<file path="config.mk">
export PLATFORM = sky130hd
export DESIGN_NAME = refcounted_tag_set_flat
export DESIGN_NICKNAME = d
export VERILOG_FILES = /design/src/rtl/rcts_pkg.sv /design/src/rtl/rcts_req_if.sv /design/src/rtl/rcts_rsp_if.sv /design/src/rtl/rcts_cell.sv /design/src/rtl/refcounted_tag_set.sv /design/src/flat_wrapper.sv
export SDC_FILE = /design/constraint.sdc
export NUM_CORES = 1
export LEC_CHECK = 0
export ABC_AREA = 1
export BUFFER_PORTS_ARGS = -buffer_cell sky130_fd_sc_hd__buf_2
export CAP_MARGIN = 20
export CORE_AREA = 4 4 212 266
export DETAILED_ROUTE_END_ITERATION = 12
export DIE_AREA = 0 0 216 270
export HOLD_SLACK_MARGIN = 0.1
export PLACE_DENSITY = 0.71
export SLEW_MARGIN = 20
export SYNTH_ARGS = -nofsm -noshare
export SYNTH_HDL_FRONTEND = slang
export SYNTH_SLANG_ARGS = --single-unit
</file>
<file path="constraint.sdc">
create_clock -name clock -period 23 [get_ports clock]
set_input_delay 2.3 -clock clock [delete_from_list [all_inputs] [get_ports clock]]
set_output_delay 2.3 -clock clock [all_outputs]
set_load 0.005 [all_outputs]
</file>
<file path="src/rtl/rcts_pkg.sv">
// shared types and constants of the reference-counted tag set
// depends on nothing; every other file imports it
package rcts_pkg;

   localparam int CAPACITY_DEF = 16;
   localparam int TAG_BITS_DEF = 16;

   localparam int REQ_W    = 2;
   localparam int TAG_W    = 16;
   localparam int AMOUNT_W = 8;
   localparam int COUNT_W  = 8;
   localparam int OCC_W    = 5;
   localparam int STATUS_W = 3;

   typedef enum logic [REQ_W-1:0] {
      REQ_ADD    = 2'd0,
      REQ_REMOVE = 2'd1,
      REQ_CLEAR  = 2'd2,
      REQ_LOOKUP = 2'd3
   } req_code_type;

   typedef enum logic [STATUS_W-1:0] {
      ST_OK     = 3'd0,
      ST_FULL   = 3'd1,
      ST_ABSENT = 3'd2,
      ST_OVER   = 3'd3,
      ST_UNDER  = 3'd4
   } status_code_type;

   // command broadcast to every cell of the chain
   typedef enum logic [2:0] {
      OP_NONE,
      OP_LOOK,
      OP_ADD,
      OP_SUB,
      OP_DEL,
      OP_APPEND,
      OP_CLEAR
   } cell_op_type;

   typedef struct packed {
      cell_op_type         op;
      logic [COUNT_W-1:0]  amount;
   } cell_cmd_type;

   // what a cell shows to its neighbors and to the control
   typedef struct packed {
      logic                valid;
      logic                hit;
      logic [COUNT_W-1:0]  count;
   } cell_state_type;

endpackage

</file>
<file path="src/rtl/rcts_req_if.sv">
// request channel: valid/ready handshake with the request word
// depends on rcts_pkg
interface rcts_req_if import rcts_pkg::*; ();
   logic                 valid;
   logic                 ready;
   logic [REQ_W-1:0]     req_type;
   logic [TAG_W-1:0]     tag;
   logic [AMOUNT_W-1:0]  amount;

   modport source (output valid, output req_type, output tag, output amount, input ready);
   modport sink   (input valid, input req_type, input tag, input amount, output ready);
endinterface

</file>
<file path="src/rtl/rcts_rsp_if.sv">
// response channel: valid/ready handshake with the result word
// depends on rcts_pkg
interface rcts_rsp_if import rcts_pkg::*; ();
   logic                 valid;
   logic                 ready;
   logic                 found;
   logic [COUNT_W-1:0]   ref_count;
   logic [OCC_W-1:0]     occupancy;
   logic [STATUS_W-1:0]  status;

   modport source (output valid, output found, output ref_count, output occupancy,
                   output status, input ready);
   modport sink   (input valid, input found, input ref_count, input occupancy,
                   input status, output ready);
endinterface

</file>
<file path="src/rtl/rcts_cell.sv">
// one table entry of the tag set: tag, count, valid and match flag
// depends on rcts_pkg; chained by refcounted_tag_set
module rcts_cell import rcts_pkg::*; #(
   parameter int TW = TAG_BITS_DEF
) (
   input  logic            clock,
   input  logic            reset,
   input  cell_cmd_type    cmd,
   input  logic [TW-1:0]   cmd_tag,
   input  logic            prev_valid,
   input  logic [TW-1:0]   next_tag,
   input  cell_state_type  next_st,
   input  logic            shift_in,
   output logic            shift_out,
   output logic [TW-1:0]   own_tag,
   output cell_state_type  own_st
);

   logic                valid_ff;
   logic                hit_ff;
   logic [COUNT_W-1:0]  count_ff;
   logic [TW-1:0]       tag_ff;
   logic                take_next;

   // once the deleted entry is passed, every later cell moves down one place
   assign take_next = shift_in | (hit_ff & (cmd.op == OP_DEL));
   assign shift_out = take_next;

   assign own_tag      = tag_ff;
   assign own_st.valid = valid_ff;
   assign own_st.hit   = hit_ff;
   assign own_st.count = count_ff;

   always_ff @(posedge clock) begin
      if (reset) begin
         valid_ff <= 1'b0;
         hit_ff   <= 1'b0;
      end else begin
         case (cmd.op)
            OP_LOOK: begin
               hit_ff <= valid_ff & (tag_ff == cmd_tag);
            end
            OP_ADD: begin
               if (hit_ff) count_ff <= count_ff + cmd.amount;
            end
            OP_SUB: begin
               if (hit_ff) count_ff <= count_ff - cmd.amount;
            end
            OP_DEL: begin
               if (take_next) begin
                  tag_ff   <= next_tag;
                  count_ff <= next_st.count;
                  valid_ff <= next_st.valid;
               end
            end
            OP_APPEND: begin
               // first free cell of the packed prefix
               if (!valid_ff && prev_valid) begin
                  tag_ff   <= cmd_tag;
                  count_ff <= cmd.amount;
                  valid_ff <= 1'b1;
               end
            end
            OP_CLEAR: begin
               valid_ff <= 1'b0;
               hit_ff   <= 1'b0;
            end
            default: begin
            end
         endcase
      end
   end

endmodule

</file>
<file path="src/rtl/refcounted_tag_set.sv">
// Reference-counted tag set: a chain of CAPACITY cells holds distinct tags with 8-bit
// counts as a packed prefix. A request passes the states S_IDLE, in which it is accepted
// and its word registered, S_LOOK, in which every cell compares its tag, and S_APPLY, in
// which the control applies the update and loads the result register; a new word is
// accepted only once the last one is through and the control is back in S_IDLE;
// a delete moves all later entries down one place in the apply cycle, rippling along the
// cell chain. req ready is high while no request is in flight, so the next word may be
// accepted while a finished result still waits in the output register; the apply cycle
// waits only while that register is still full. Reset empties the table.
// depends on rcts_pkg, rcts_req_if, rcts_rsp_if, rcts_cell
module refcounted_tag_set import rcts_pkg::*; #(
   parameter int CAPACITY = CAPACITY_DEF,
   parameter int TAG_BITS = TAG_BITS_DEF
) (
   input  logic    clock,
   input  logic    reset,
   rcts_req_if.sink   req_in,
   rcts_rsp_if.source rsp_out
);

   localparam int TW    = (TAG_BITS < TAG_W) ? TAG_BITS : TAG_W;
   localparam int CNT_W = $clog2(CAPACITY + 1);

   typedef enum logic [1:0] {S_IDLE, S_LOOK, S_APPLY} state_type;

   state_type             state_ff;
   logic [REQ_W-1:0]      req_type_ff;
   logic [TW-1:0]         tag_ff;
   logic [COUNT_W-1:0]    amount_ff;
   logic [CNT_W-1:0]      occ_ff;
   logic                  rsp_valid_ff;
   logic                  found_ff;
   logic [COUNT_W-1:0]    ref_count_ff;
   logic [CNT_W-1:0]      rsp_occ_ff;
   logic [STATUS_W-1:0]   status_ff;

   cell_cmd_type          cmd;
   logic [TW-1:0]         cell_tag [CAPACITY];
   cell_state_type        cell_st  [CAPACITY];
   logic                  shift_chain [CAPACITY+1];

   logic                  any_hit;
   logic [COUNT_W-1:0]    hit_count;
   logic [COUNT_W:0]      sum_wide;
   logic [COUNT_W-1:0]    diff;
   logic                  go;
   cell_op_type           apply_op;
   logic                  found_in;
   logic [COUNT_W-1:0]    ref_count_in;
   logic [CNT_W-1:0]      occ_in;
   status_code_type       status_in;

   assign shift_chain[0] = 1'b0;

   genvar g;
   generate
      for (g = 0; g < CAPACITY; g++) begin : g_cell
         logic [TW-1:0]   nxt_tag;
         cell_state_type  nxt_st;
         logic            prv_valid;

         if (g == CAPACITY - 1) begin : g_last
            assign nxt_tag = '0;
            assign nxt_st  = '0;
         end else begin : g_mid
            assign nxt_tag = cell_tag[g+1];
            assign nxt_st  = cell_st[g+1];
         end

         if (g == 0) begin : g_first
            assign prv_valid = 1'b1;
         end else begin : g_rest
            assign prv_valid = cell_st[g-1].valid;
         end

         rcts_cell #(.TW(TW)) u_cell (
            .clock      (clock),
            .reset      (reset),
            .cmd        (cmd),
            .cmd_tag    (tag_ff),
            .prev_valid (prv_valid),
            .next_tag   (nxt_tag),
            .next_st    (nxt_st),
            .shift_in   (shift_chain[g]),
            .shift_out  (shift_chain[g+1]),
            .own_tag    (cell_tag[g]),
            .own_st     (cell_st[g])
         );
      end
   endgenerate

   // tags are distinct, so at most one cell hits
   always_comb begin
      any_hit   = 1'b0;
      hit_count = '0;
      for (int i = 0; i < CAPACITY; i++) begin
         any_hit   = any_hit | cell_st[i].hit;
         hit_count = hit_count | (cell_st[i].hit ? cell_st[i].count : '0);
      end
   end

   assign sum_wide = {1'b0, hit_count} + {1'b0, amount_ff};
   assign diff     = hit_count - amount_ff;

   always_comb begin
      apply_op     = OP_NONE;
      found_in     = any_hit;
      ref_count_in = any_hit ? hit_count : '0;
      occ_in       = occ_ff;
      status_in    = ST_OK;
      case (req_code_type'(req_type_ff))
         REQ_ADD: begin
            if (amount_ff != '0) begin
               if (any_hit) begin
                  if (sum_wide[COUNT_W]) begin
                     status_in = ST_OVER;
                  end else begin
                     apply_op     = OP_ADD;
                     ref_count_in = sum_wide[COUNT_W-1:0];
                  end
               end else if (occ_ff == CNT_W'(CAPACITY)) begin
                  status_in = ST_FULL;
               end else begin
                  apply_op     = OP_APPEND;
                  found_in     = 1'b1;
                  ref_count_in = amount_ff;
                  occ_in       = occ_ff + CNT_W'(1);
               end
            end
         end
         REQ_REMOVE: begin
            if (!any_hit) begin
               status_in = ST_ABSENT;
            end else if (amount_ff > hit_count) begin
               status_in = ST_UNDER;
            end else if (amount_ff != '0) begin
               if (diff == '0) begin
                  apply_op     = OP_DEL;
                  found_in     = 1'b0;
                  ref_count_in = '0;
                  occ_in       = occ_ff - CNT_W'(1);
               end else begin
                  apply_op     = OP_SUB;
                  ref_count_in = diff;
               end
            end
         end
         REQ_CLEAR: begin
            apply_op     = OP_CLEAR;
            found_in     = 1'b0;
            ref_count_in = '0;
            occ_in       = '0;
         end
         REQ_LOOKUP: begin
         end
         default: begin
         end
      endcase
   end

   // apply only when the result register is free or being emptied
   assign go = (state_ff == S_APPLY) && (!rsp_valid_ff || rsp_out.ready);

   always_comb begin
      cmd.amount = amount_ff;
      case (state_ff)
         S_LOOK:  cmd.op = OP_LOOK;
         S_APPLY: cmd.op = go ? apply_op : OP_NONE;
         default: cmd.op = OP_NONE;
      endcase
   end

   always_ff @(posedge clock) begin
      if (reset) begin
         state_ff     <= S_IDLE;
         occ_ff       <= '0;
         rsp_valid_ff <= 1'b0;
      end else begin
         if (rsp_valid_ff && rsp_out.ready) rsp_valid_ff <= 1'b0;
         case (state_ff)
            S_IDLE: begin
               if (req_in.valid) begin
                  req_type_ff <= req_in.req_type;
                  tag_ff      <= req_in.tag[TW-1:0];
                  amount_ff   <= req_in.amount;
                  state_ff    <= S_LOOK;
               end
            end
            S_LOOK: begin
               state_ff <= S_APPLY;
            end
            S_APPLY: begin
               if (go) begin
                  occ_ff       <= occ_in;
                  found_ff     <= found_in;
                  ref_count_ff <= ref_count_in;
                  rsp_occ_ff   <= occ_in;
                  status_ff    <= status_in;
                  rsp_valid_ff <= 1'b1;
                  state_ff     <= S_IDLE;
               end
            end
            default: begin
               state_ff <= S_IDLE;
            end
         endcase
      end
   end

   assign req_in.ready      = (state_ff == S_IDLE);
   assign rsp_out.valid     = rsp_valid_ff;
   assign rsp_out.found     = found_ff;
   assign rsp_out.ref_count = ref_count_ff;
   assign rsp_out.occupancy = OCC_W'(rsp_occ_ff);
   assign rsp_out.status    = status_ff;

endmodule
</file>
<file path="src/flat_wrapper.sv">
// flat-port wrapper written by rule: the top's interface ports become plain ports
module refcounted_tag_set_flat import rcts_pkg::*;
#(
   parameter int CAPACITY = CAPACITY_DEF,
   parameter int TAG_BITS = TAG_BITS_DEF
)
  (clock, reset, req_in_valid, req_in_req_type, req_in_tag, req_in_amount, req_in_ready, rsp_out_valid, rsp_out_found, rsp_out_ref_count, rsp_out_occupancy, rsp_out_status, rsp_out_ready);
  rcts_req_if req_in_i ();
  rcts_rsp_if rsp_out_i ();
  input  logic clock;
  input  logic reset;
  input wire logic [$bits(req_in_i.valid)-1:0] req_in_valid;
  input wire logic [$bits(req_in_i.req_type)-1:0] req_in_req_type;
  input wire logic [$bits(req_in_i.tag)-1:0] req_in_tag;
  input wire logic [$bits(req_in_i.amount)-1:0] req_in_amount;
  output wire logic [$bits(req_in_i.ready)-1:0] req_in_ready;
  output wire logic [$bits(rsp_out_i.valid)-1:0] rsp_out_valid;
  output wire logic [$bits(rsp_out_i.found)-1:0] rsp_out_found;
  output wire logic [$bits(rsp_out_i.ref_count)-1:0] rsp_out_ref_count;
  output wire logic [$bits(rsp_out_i.occupancy)-1:0] rsp_out_occupancy;
  output wire logic [$bits(rsp_out_i.status)-1:0] rsp_out_status;
  input wire logic [$bits(rsp_out_i.ready)-1:0] rsp_out_ready;
  assign req_in_i.valid = req_in_valid;
  assign req_in_i.req_type = req_in_req_type;
  assign req_in_i.tag = req_in_tag;
  assign req_in_i.amount = req_in_amount;
  assign req_in_ready = req_in_i.ready;
  assign rsp_out_valid = rsp_out_i.valid;
  assign rsp_out_found = rsp_out_i.found;
  assign rsp_out_ref_count = rsp_out_i.ref_count;
  assign rsp_out_occupancy = rsp_out_i.occupancy;
  assign rsp_out_status = rsp_out_i.status;
  assign rsp_out_i.ready = rsp_out_ready;
  refcounted_tag_set #(.CAPACITY(CAPACITY), .TAG_BITS(TAG_BITS)) u_core (.clock(clock), .reset(reset), .req_in(req_in_i), .rsp_out(rsp_out_i));
endmodule
</file>
==> summary.txt, run 1 <==
Clocking
  • Setup bufs post-CTS: 0
  • CTS resizes: 0
  • Clk sinks: ~470
  • TritonCTS Buffers: 50
  • CTS H-tree depth: 2
  • Root buf cell: clkbuf_16
  • CTS Hold Bufs: 0
  • Clock-pin slew on the worst setup and hold paths: ~70 ps
  • Worst skew pair latency: approximately 630 ps
  • Max clock buf depth: 3
  • CTS tree: done

Placement
  • Post-detail-place hpwl: roughly 66000 microns
  • # port buffers: 48
  • Routability cong.: 0.9953

Floorplanning
  • I/O pin total: a little under 50
  • Die W: 216 microns
  • Die area: just under 0.06 sq mm
  • Initial Utilization: ~55%
  • FP Rows: 95
  • CORE AREA: between 0.05 and 0.06 sq mm
  • Die height: between 200 and 300 microns

Yosys
  • Synth cell types: 60
  • Synth top area cells: edfxtp_1, nand2_1, ha_1
  • Top-area cell type share of the netlist area: 43.58%
  • Sequential area share after synthesis: 46.30%
  • Avg Synthesized Cell Area: approximately 8.7 sq um
  • Cells after Synth: 3395
  • Synthesized Nets: approximately 3600
  • Synth Cell Area: between 0.02 and 0.03 sq mm
  • Yosys reg bits: 467
  • Synth Warn #: 0
  • Ys flop type: edfxtp_1
  • Ys async rst share: 0%
  • Post-synth EDFFs: approximately 430
  • Post-synth top area cell: edfxtp_1

Setup path
  • Critical path class: reg2reg
  • Peak per-stage delay on the critical path: roughly 650 ps
  • CP Max Fanout: 32
  • Crit path DAT: ~7500 ps
  • Cell repeated most along the worst path: nand2_1
  • Required time worst endpoint: ~23000 ps
  • Setup crit end kind: register
  • CP Launch Type: register
  • Slowest CP cell: nor4_1

Cells and area
  • Antenna cell count: 0
  • Fraction of layout cells with a size suffix above 1: 7.912%
  • Commonest non-fill, non-tap cells in the layout: nand2_1, edfxtp_1, inv_1, nor2_1, o21ai_0
  • Leading cell type in the layout, fill and taps excluded: nand2_1
  • Area Overhead vs Synth: 8.157%
  • Final Util: between 50 and 60%
  • Layout Nets: 3568

Routing
  • Met3 wire length: slightly below 7000 microns
  • Met2 Wirelength: roughly 45000 microns
  • Post-Route WL: around 93000 microns
  • Routed len/inst: around 22 microns
  • Vias post-DR: 25310
  • Drc violations: 0
  • DRT iter0 DRCs: around 2500
  • ANT nets after route: 0
  • Max layer used: met4
  • Wl on met1: around 35000 microns
  • DR vias/cell: just over 6
  • First-pass DRT Iterations: 6

STA
  • # setup viols final: 0
  • Final Cycle Share: a little under a third
  • RSZ-0062 raised after global routing: false
  • Hold slack: just under 500 ps
  • Pins Over Slew Limit: 0
  • Final hold vios: 0
  • Worst Max-Slew Pin Slew: around 1200 ps
  • Setup Skew: ~37 ps
  • Post-route minimum period: 7174 ps
  • Setup TNS Final: 0 ps
  • Max_slew headroom: 21.20%
  • FMAX: 139.4 MHz

Global routing
  • Largest net degree at the start of global routing: about 110
  • First-pass GRT wire length: around 140000 microns
  • GRT Util Overall: a little under a third
  • Vias in the first global route: between 20000 and 30000
  • Gr ovfl total: 0
  • Antenna violations before repair: 1

Hold path
  • Hold WC Path Type: reg2reg

Power
  • Worst IR drop on VDD: 0.00007512 V
  • PD cells: between 60 and 70 mW/mm^2
  • Leakage: ~0.014 uW

Flow run
  • Maxcap violations: 0

Status
  • Run status: complete, no violations
==> state kept, by name, summed over array words and instances, names as in the netlist, 8 cells and up <==
signal and cells:
u_core.amount_ff 8, u_core.g_cell.u_cell.own_tag 256, u_core.tag_ff 16, u_core.g_cell.u_cell.count_ff 128, u_core.g_cell.u_cell.hit_ff 16, u_core.rsp_out.ref_count 8, u_core.g_cell.u_cell.valid_ff 16
==> cell type report <==
type                    count  area [sq um]
repair buffers             96         600.6
clock buffers              65          1338
well taps                 727         909.6
inverters                 453          1700
flip-flops and latches    467         13620
clock inverters            27         277.8
fillers                  4698         21790
multi-input cells        2317         13370
==> path summary, 6_finish.rpt <==
| path | slack [ps] | end | depth (start not counted) | from |
|---|---|---|---|---|
| max | 15830 | u_core.g_cell[15].u_cell.count_ff[7]$_DFFE_PP_ | 37 | u_core.g_cell[7].u_cell.hit_ff$_SDFFE_PP0P_ |
| min | 490 | u_core.state_ff[0]$_SDFFE_PP0P_ | 2 | u_core.state_ff[0]$_SDFFE_PP0P_ |
| min reg2reg | 490 | u_core.state_ff[0]$_SDFFE_PP0P_ | 2 | u_core.state_ff[0]$_SDFFE_PP0P_ |
| max reg2reg | 15830 | u_core.g_cell[15].u_cell.count_ff[7]$_DFFE_PP_ | 37 | u_core.g_cell[7].u_cell.hit_ff$_SDFFE_PP0P_ |
==> per-layer routing <==
metal	track usage, %	vias to the layer above
met5	0	-
met4	18.94	0
li1	-	11540
met3	4.388	394
met2	53.42	1332
met1	37.06	12040
==> where the power goes <==
group	switching (uW)	total (uW)	internal [uW]	leakage, uW
clock network	361	818	457	0.000787
registers	11.4	951	940	0.00412
logic	137	217	80.0	0.00889
==> synthesized netlist by cell type, types with 51 or more instances <==
cell type / n
buf_2: 63
inv_1: 423
nand2_1: 821
o211ai_1: 51
o21ai_0: 197
xor2_1: 112
clkbuf_1: 60
edfxtp_1: 427
xnor2_1: 57
a21oi_1: 98
ha_1: 135
nand3_1: 152
o22ai_1: 80
nor2_1: 243
==> kinds of logic (layout without fill, tap and decap cells) <==
logic type / Yosys count / after routing / synth area share, %
simple gates: 1403 / 1403 / 20.56
buf+inv: 611 / 641 / 8.522
flops: 467 / 467 / 46.30
xor+xnor: 169 / 169 / 5.031
compound gates: 592 / 592 / 12.62
fa+ha+maj: 153 / 153 / 6.966
==> metrics by stage <==
stage / area (sq um) / std cells / worst slack [ps] / power [uW]
2_1_floorplan: 29420 / 3395 / 14000 / 1122
3_3_place_gp: 30210 / 4060 / 15920 / 1172
3_5_place_dp: 30210 / 4060 / 15850 / 1180
4_1_cts: 31820 / 4152 / 15860 / 1988
5_1_grt: 31820 / 4152 / 15300 / 2053
6_report: 31820 / 4152 / 15830 / 1986
==> critical path: cells and delay by family (launching register included) <==
kind	cells	cell delay [ps]
compound gates	5	800
flops	1	460
xor+xnor	1	210
fa+ha+maj	2	840
simple gates	24	3430
buf+inv	5	1100
Note: power is estimated with default switching activity, not from simulation.
==> run 2: changes to the inputs <==
clock period = 6.8 ns   (was 23 ns; I/O delays follow)
==> run 2 against run 1 <==
Global-route usage up 0.46 points. Via count up 1.2%. Design area up 0.59%. Combinational power rose to 3.4 times the previous value. Die area unchanged. Sequential cell count unchanged. Critical path type unchanged.
==> summary.txt, run 2 (same netlist as run 1, synthesis figures left out) <==
Setup path
  • Critical path class: reg2reg
  • Worst reg-to-reg setup slack: between 300 and 400 ps
  • Slowest CP cell: dfxtp_1
  • Worst reg2reg startpoint: u_core.g_cell[7].u_cell.hit_ff$_SDFFE_PP0P_
  • Setup crit end kind: register
  • Required time worst endpoint: about 7200 ps
  • Worst flop-to-flop path endpoint: u_core.g_cell[7].u_cell.count_ff[7]$_DFFE_PP_
  • Peak per-stage delay on the critical path: roughly 720 ps
  • Worst path top cell family by delay: simple AND/OR/NAND/NOR gates
  • CP Launch Type: register
  • CP Max Fanout: 18
  • Crit path DAT: just under 7000 ps
  • WP buf/inv: 5
  • Cell repeated most along the worst path: nand2_1
  • Worst-case reg-to-reg path depth: 37

STA
  • # setup viols final: 0
  • Final Cycle Share: 94.41%
  • Max_slew headroom: a little under a third
  • Final hold vios: 0
  • Worst Max-Slew Pin Slew: 1040 ps
  • Setup Skew: about 28 ps
  • Setup TNS Final: 0 ps
  • Post-route minimum period: approximately 6400 ps
  • Pins Over Slew Limit: 0
  • FMAX: approximately 160 MHz
  • RSZ-0062 raised after global routing: false

Clocking
  • TritonCTS Buffers: between 40 and 50
  • Clk sinks: around 470
  • CTS H-tree depth: 2
  • Root buf cell: clkbuf_16
  • CTS tree: done
  • Worst skew pair latency: ~630 ps
  • Max clock buf depth: 3
  • Clock-pin slew on the worst setup and hold paths: roughly 70 ps

Cells and area
  • Area Overhead vs Synth: 8.799%
  • Final Cell Area: approximately 0.032 sq mm
  • # fillers: 4696
  • Leading cell type in the layout, fill and taps excluded: nand2_1
  • Layout Nets: 3587
  • Register Area: approximately 0.014 sq mm
  • Final cell count without fillers: approximately 4200
  • Commonest non-fill, non-tap cells in the layout: nand2_1, edfxtp_1, inv_1, nor2_1, o21ai_0
  • Fraction of layout cells with a size suffix above 1: 8.999%
  • Antenna cell count: 0
  • Largest register FFs: around 260
  • Footprint of the multi-input gates: 0.01338 sq mm

Hold path
  • Hold WC Path Type: in2reg
  • Worst hold stages: 1
  • Hold EP: u_core.amount_ff[7]$_DFFE_PP_
  • Min-delay src: req_in_amount[7]

Status
  • Run status: complete, no violations

Routing
  • Drc violations: 0
  • First-pass DRT Iterations: 6
  • DRT iter0 DRCs: 2790
  • Post-Route WL: roughly 95000 microns
  • Routed len/inst: 22.74 microns
  • DR vias/cell: just over 6
  • ANT nets after route: 0
  • Vias post-DR: about 26000

Floorplanning
  • Die W: between 200 and 250 microns
  • FP Rows: 95
  • Initial Utilization: a little over half
  • Die area: just under 0.06 sq mm
  • Die height: ~270 microns
  • CORE AREA: about 0.054 sq mm
  • I/O pin total: between 40 and 50

Placement
  • DP Area: about 0.03 sq mm
  • Routability cong.: 1.031
  • Dpl cells: about 4100
  • # port buffers: 48
  • Post-detail-place hpwl: between 60000 and 70000 microns

Power
  • Final Power: around 6800 uW
  • PD cells: about 210 mW/mm^2
  • Leakage: 0.01391 uW
  • Worst IR drop on VDD: 0.0002665 V

Global routing
  • Largest net degree at the start of global routing: between 100 and 150
  • First-pass GRT wire length: around 150000 microns
  • Antenna violations before repair: 0
  • Gr ovfl total: 0
  • Vias in the first global route: between 20000 and 30000
  • GRT Util Overall: a little under a third

Flow run
  • Maxcap violations: 0
[run 2: cell count changes in the layout (fill, tap and decap cells not counted), moves of 2 or more]
cell      change
clkinv_2      +5
nor2_1        -2
dfxtp_2       +9
nor2_2        +2
buf_4        +18
dfxtp_1       -9
clkbuf_1      -5
[run 2: power by group]
part / switching, uW / internal (uW)
registers: 40.9 / 3180
logic: 463 / 275
clock network: 1250 / 1550
[run 2: per-layer routing]
layer,vias up,share of wire (%),global-route usage (%)
met5,-,0,0
met4,0,7.2,19.61
met3,390,7.1,4.040
met2,1356,49,54.50
met1,12300,37,37.44
li1,11570,-,-
[run 2: what timing repair did]
item,in CTS,in global routing
hold buffers,0,0
setup endpoints to repair,0,15
setup buffers,0,1
gates resized for setup,0,15
[run 2: how the worst max path moves through the flow]
stage,from,endpoint,slack [ps],cells after the start
6_report,u_core.g_cell[7].u_cell.hit_ff$_SDFFE_PP0P_,u_core.g_cell[7].u_cell.count_ff[7]$_DFFE_PP_,380,37
2_1_floorplan,u_core.g_cell[14].u_cell.hit_ff$_SDFFE_PP0P_,u_core.g_cell[15].u_cell.count_ff[7]$_DFFE_PP_,670,38
5_1_grt,u_core.g_cell[10].u_cell.hit_ff$_SDFFE_PP0P_,u_core.g_cell[4].u_cell.count_ff[7]$_DFFE_PP_,2,38
4_1_cts,u_core.g_cell[15].u_cell.hit_ff$_SDFFE_PP0P_,u_core.g_cell[4].u_cell.count_ff[7]$_DFFE_PP_,220,35
3_5_place_dp,u_core.g_cell[15].u_cell.hit_ff$_SDFFE_PP0P_,u_core.g_cell[4].u_cell.count_ff[7]$_DFFE_PP_,280,35
3_3_place_gp,u_core.g_cell[5].u_cell.hit_ff$_SDFFE_PP0P_,u_core.g_cell[3].u_cell.count_ff[7]$_DFFE_PP_,470,34
[run 2: layout make-up]
class | instances | share of cell area, %
clock buffers | 58 | 3.999
flip-flops and latches | 467 | 42.59
clock inverters | 34 | 1.075
repair buffers | 116 | 2.396
multi-input cells | 2317 | 41.78
well taps | 727 | 2.842
inverters | 453 | 5.312
[run 2: worst register-to-register path, delay by kind of cell (launching register included)]
family / cells / cell delay [ps]
XOR/XNOR: 1 / 180
adder cells (fa/ha/maj): 2 / 770
buffers and inverters: 5 / 900
AO/OA/AOI/OAI: 4 / 660
flip-flops: 1 / 720
AND/OR/NAND/NOR: 25 / 2950
[run 2: through the flow]
stage | util, % | hold WS [ps] | worst slack [ps]
floorplan | - | 458.3 | 669.7
global placement | 56.62 | 473.1 | 468.0
detailed placement | 56.62 | 481.7 | 280.1
CTS | 59.65 | 197.6 | 219.1
global route | 59.71 | 208.8 | 2.261
finish | 59.71 | 221.3 | 380.3
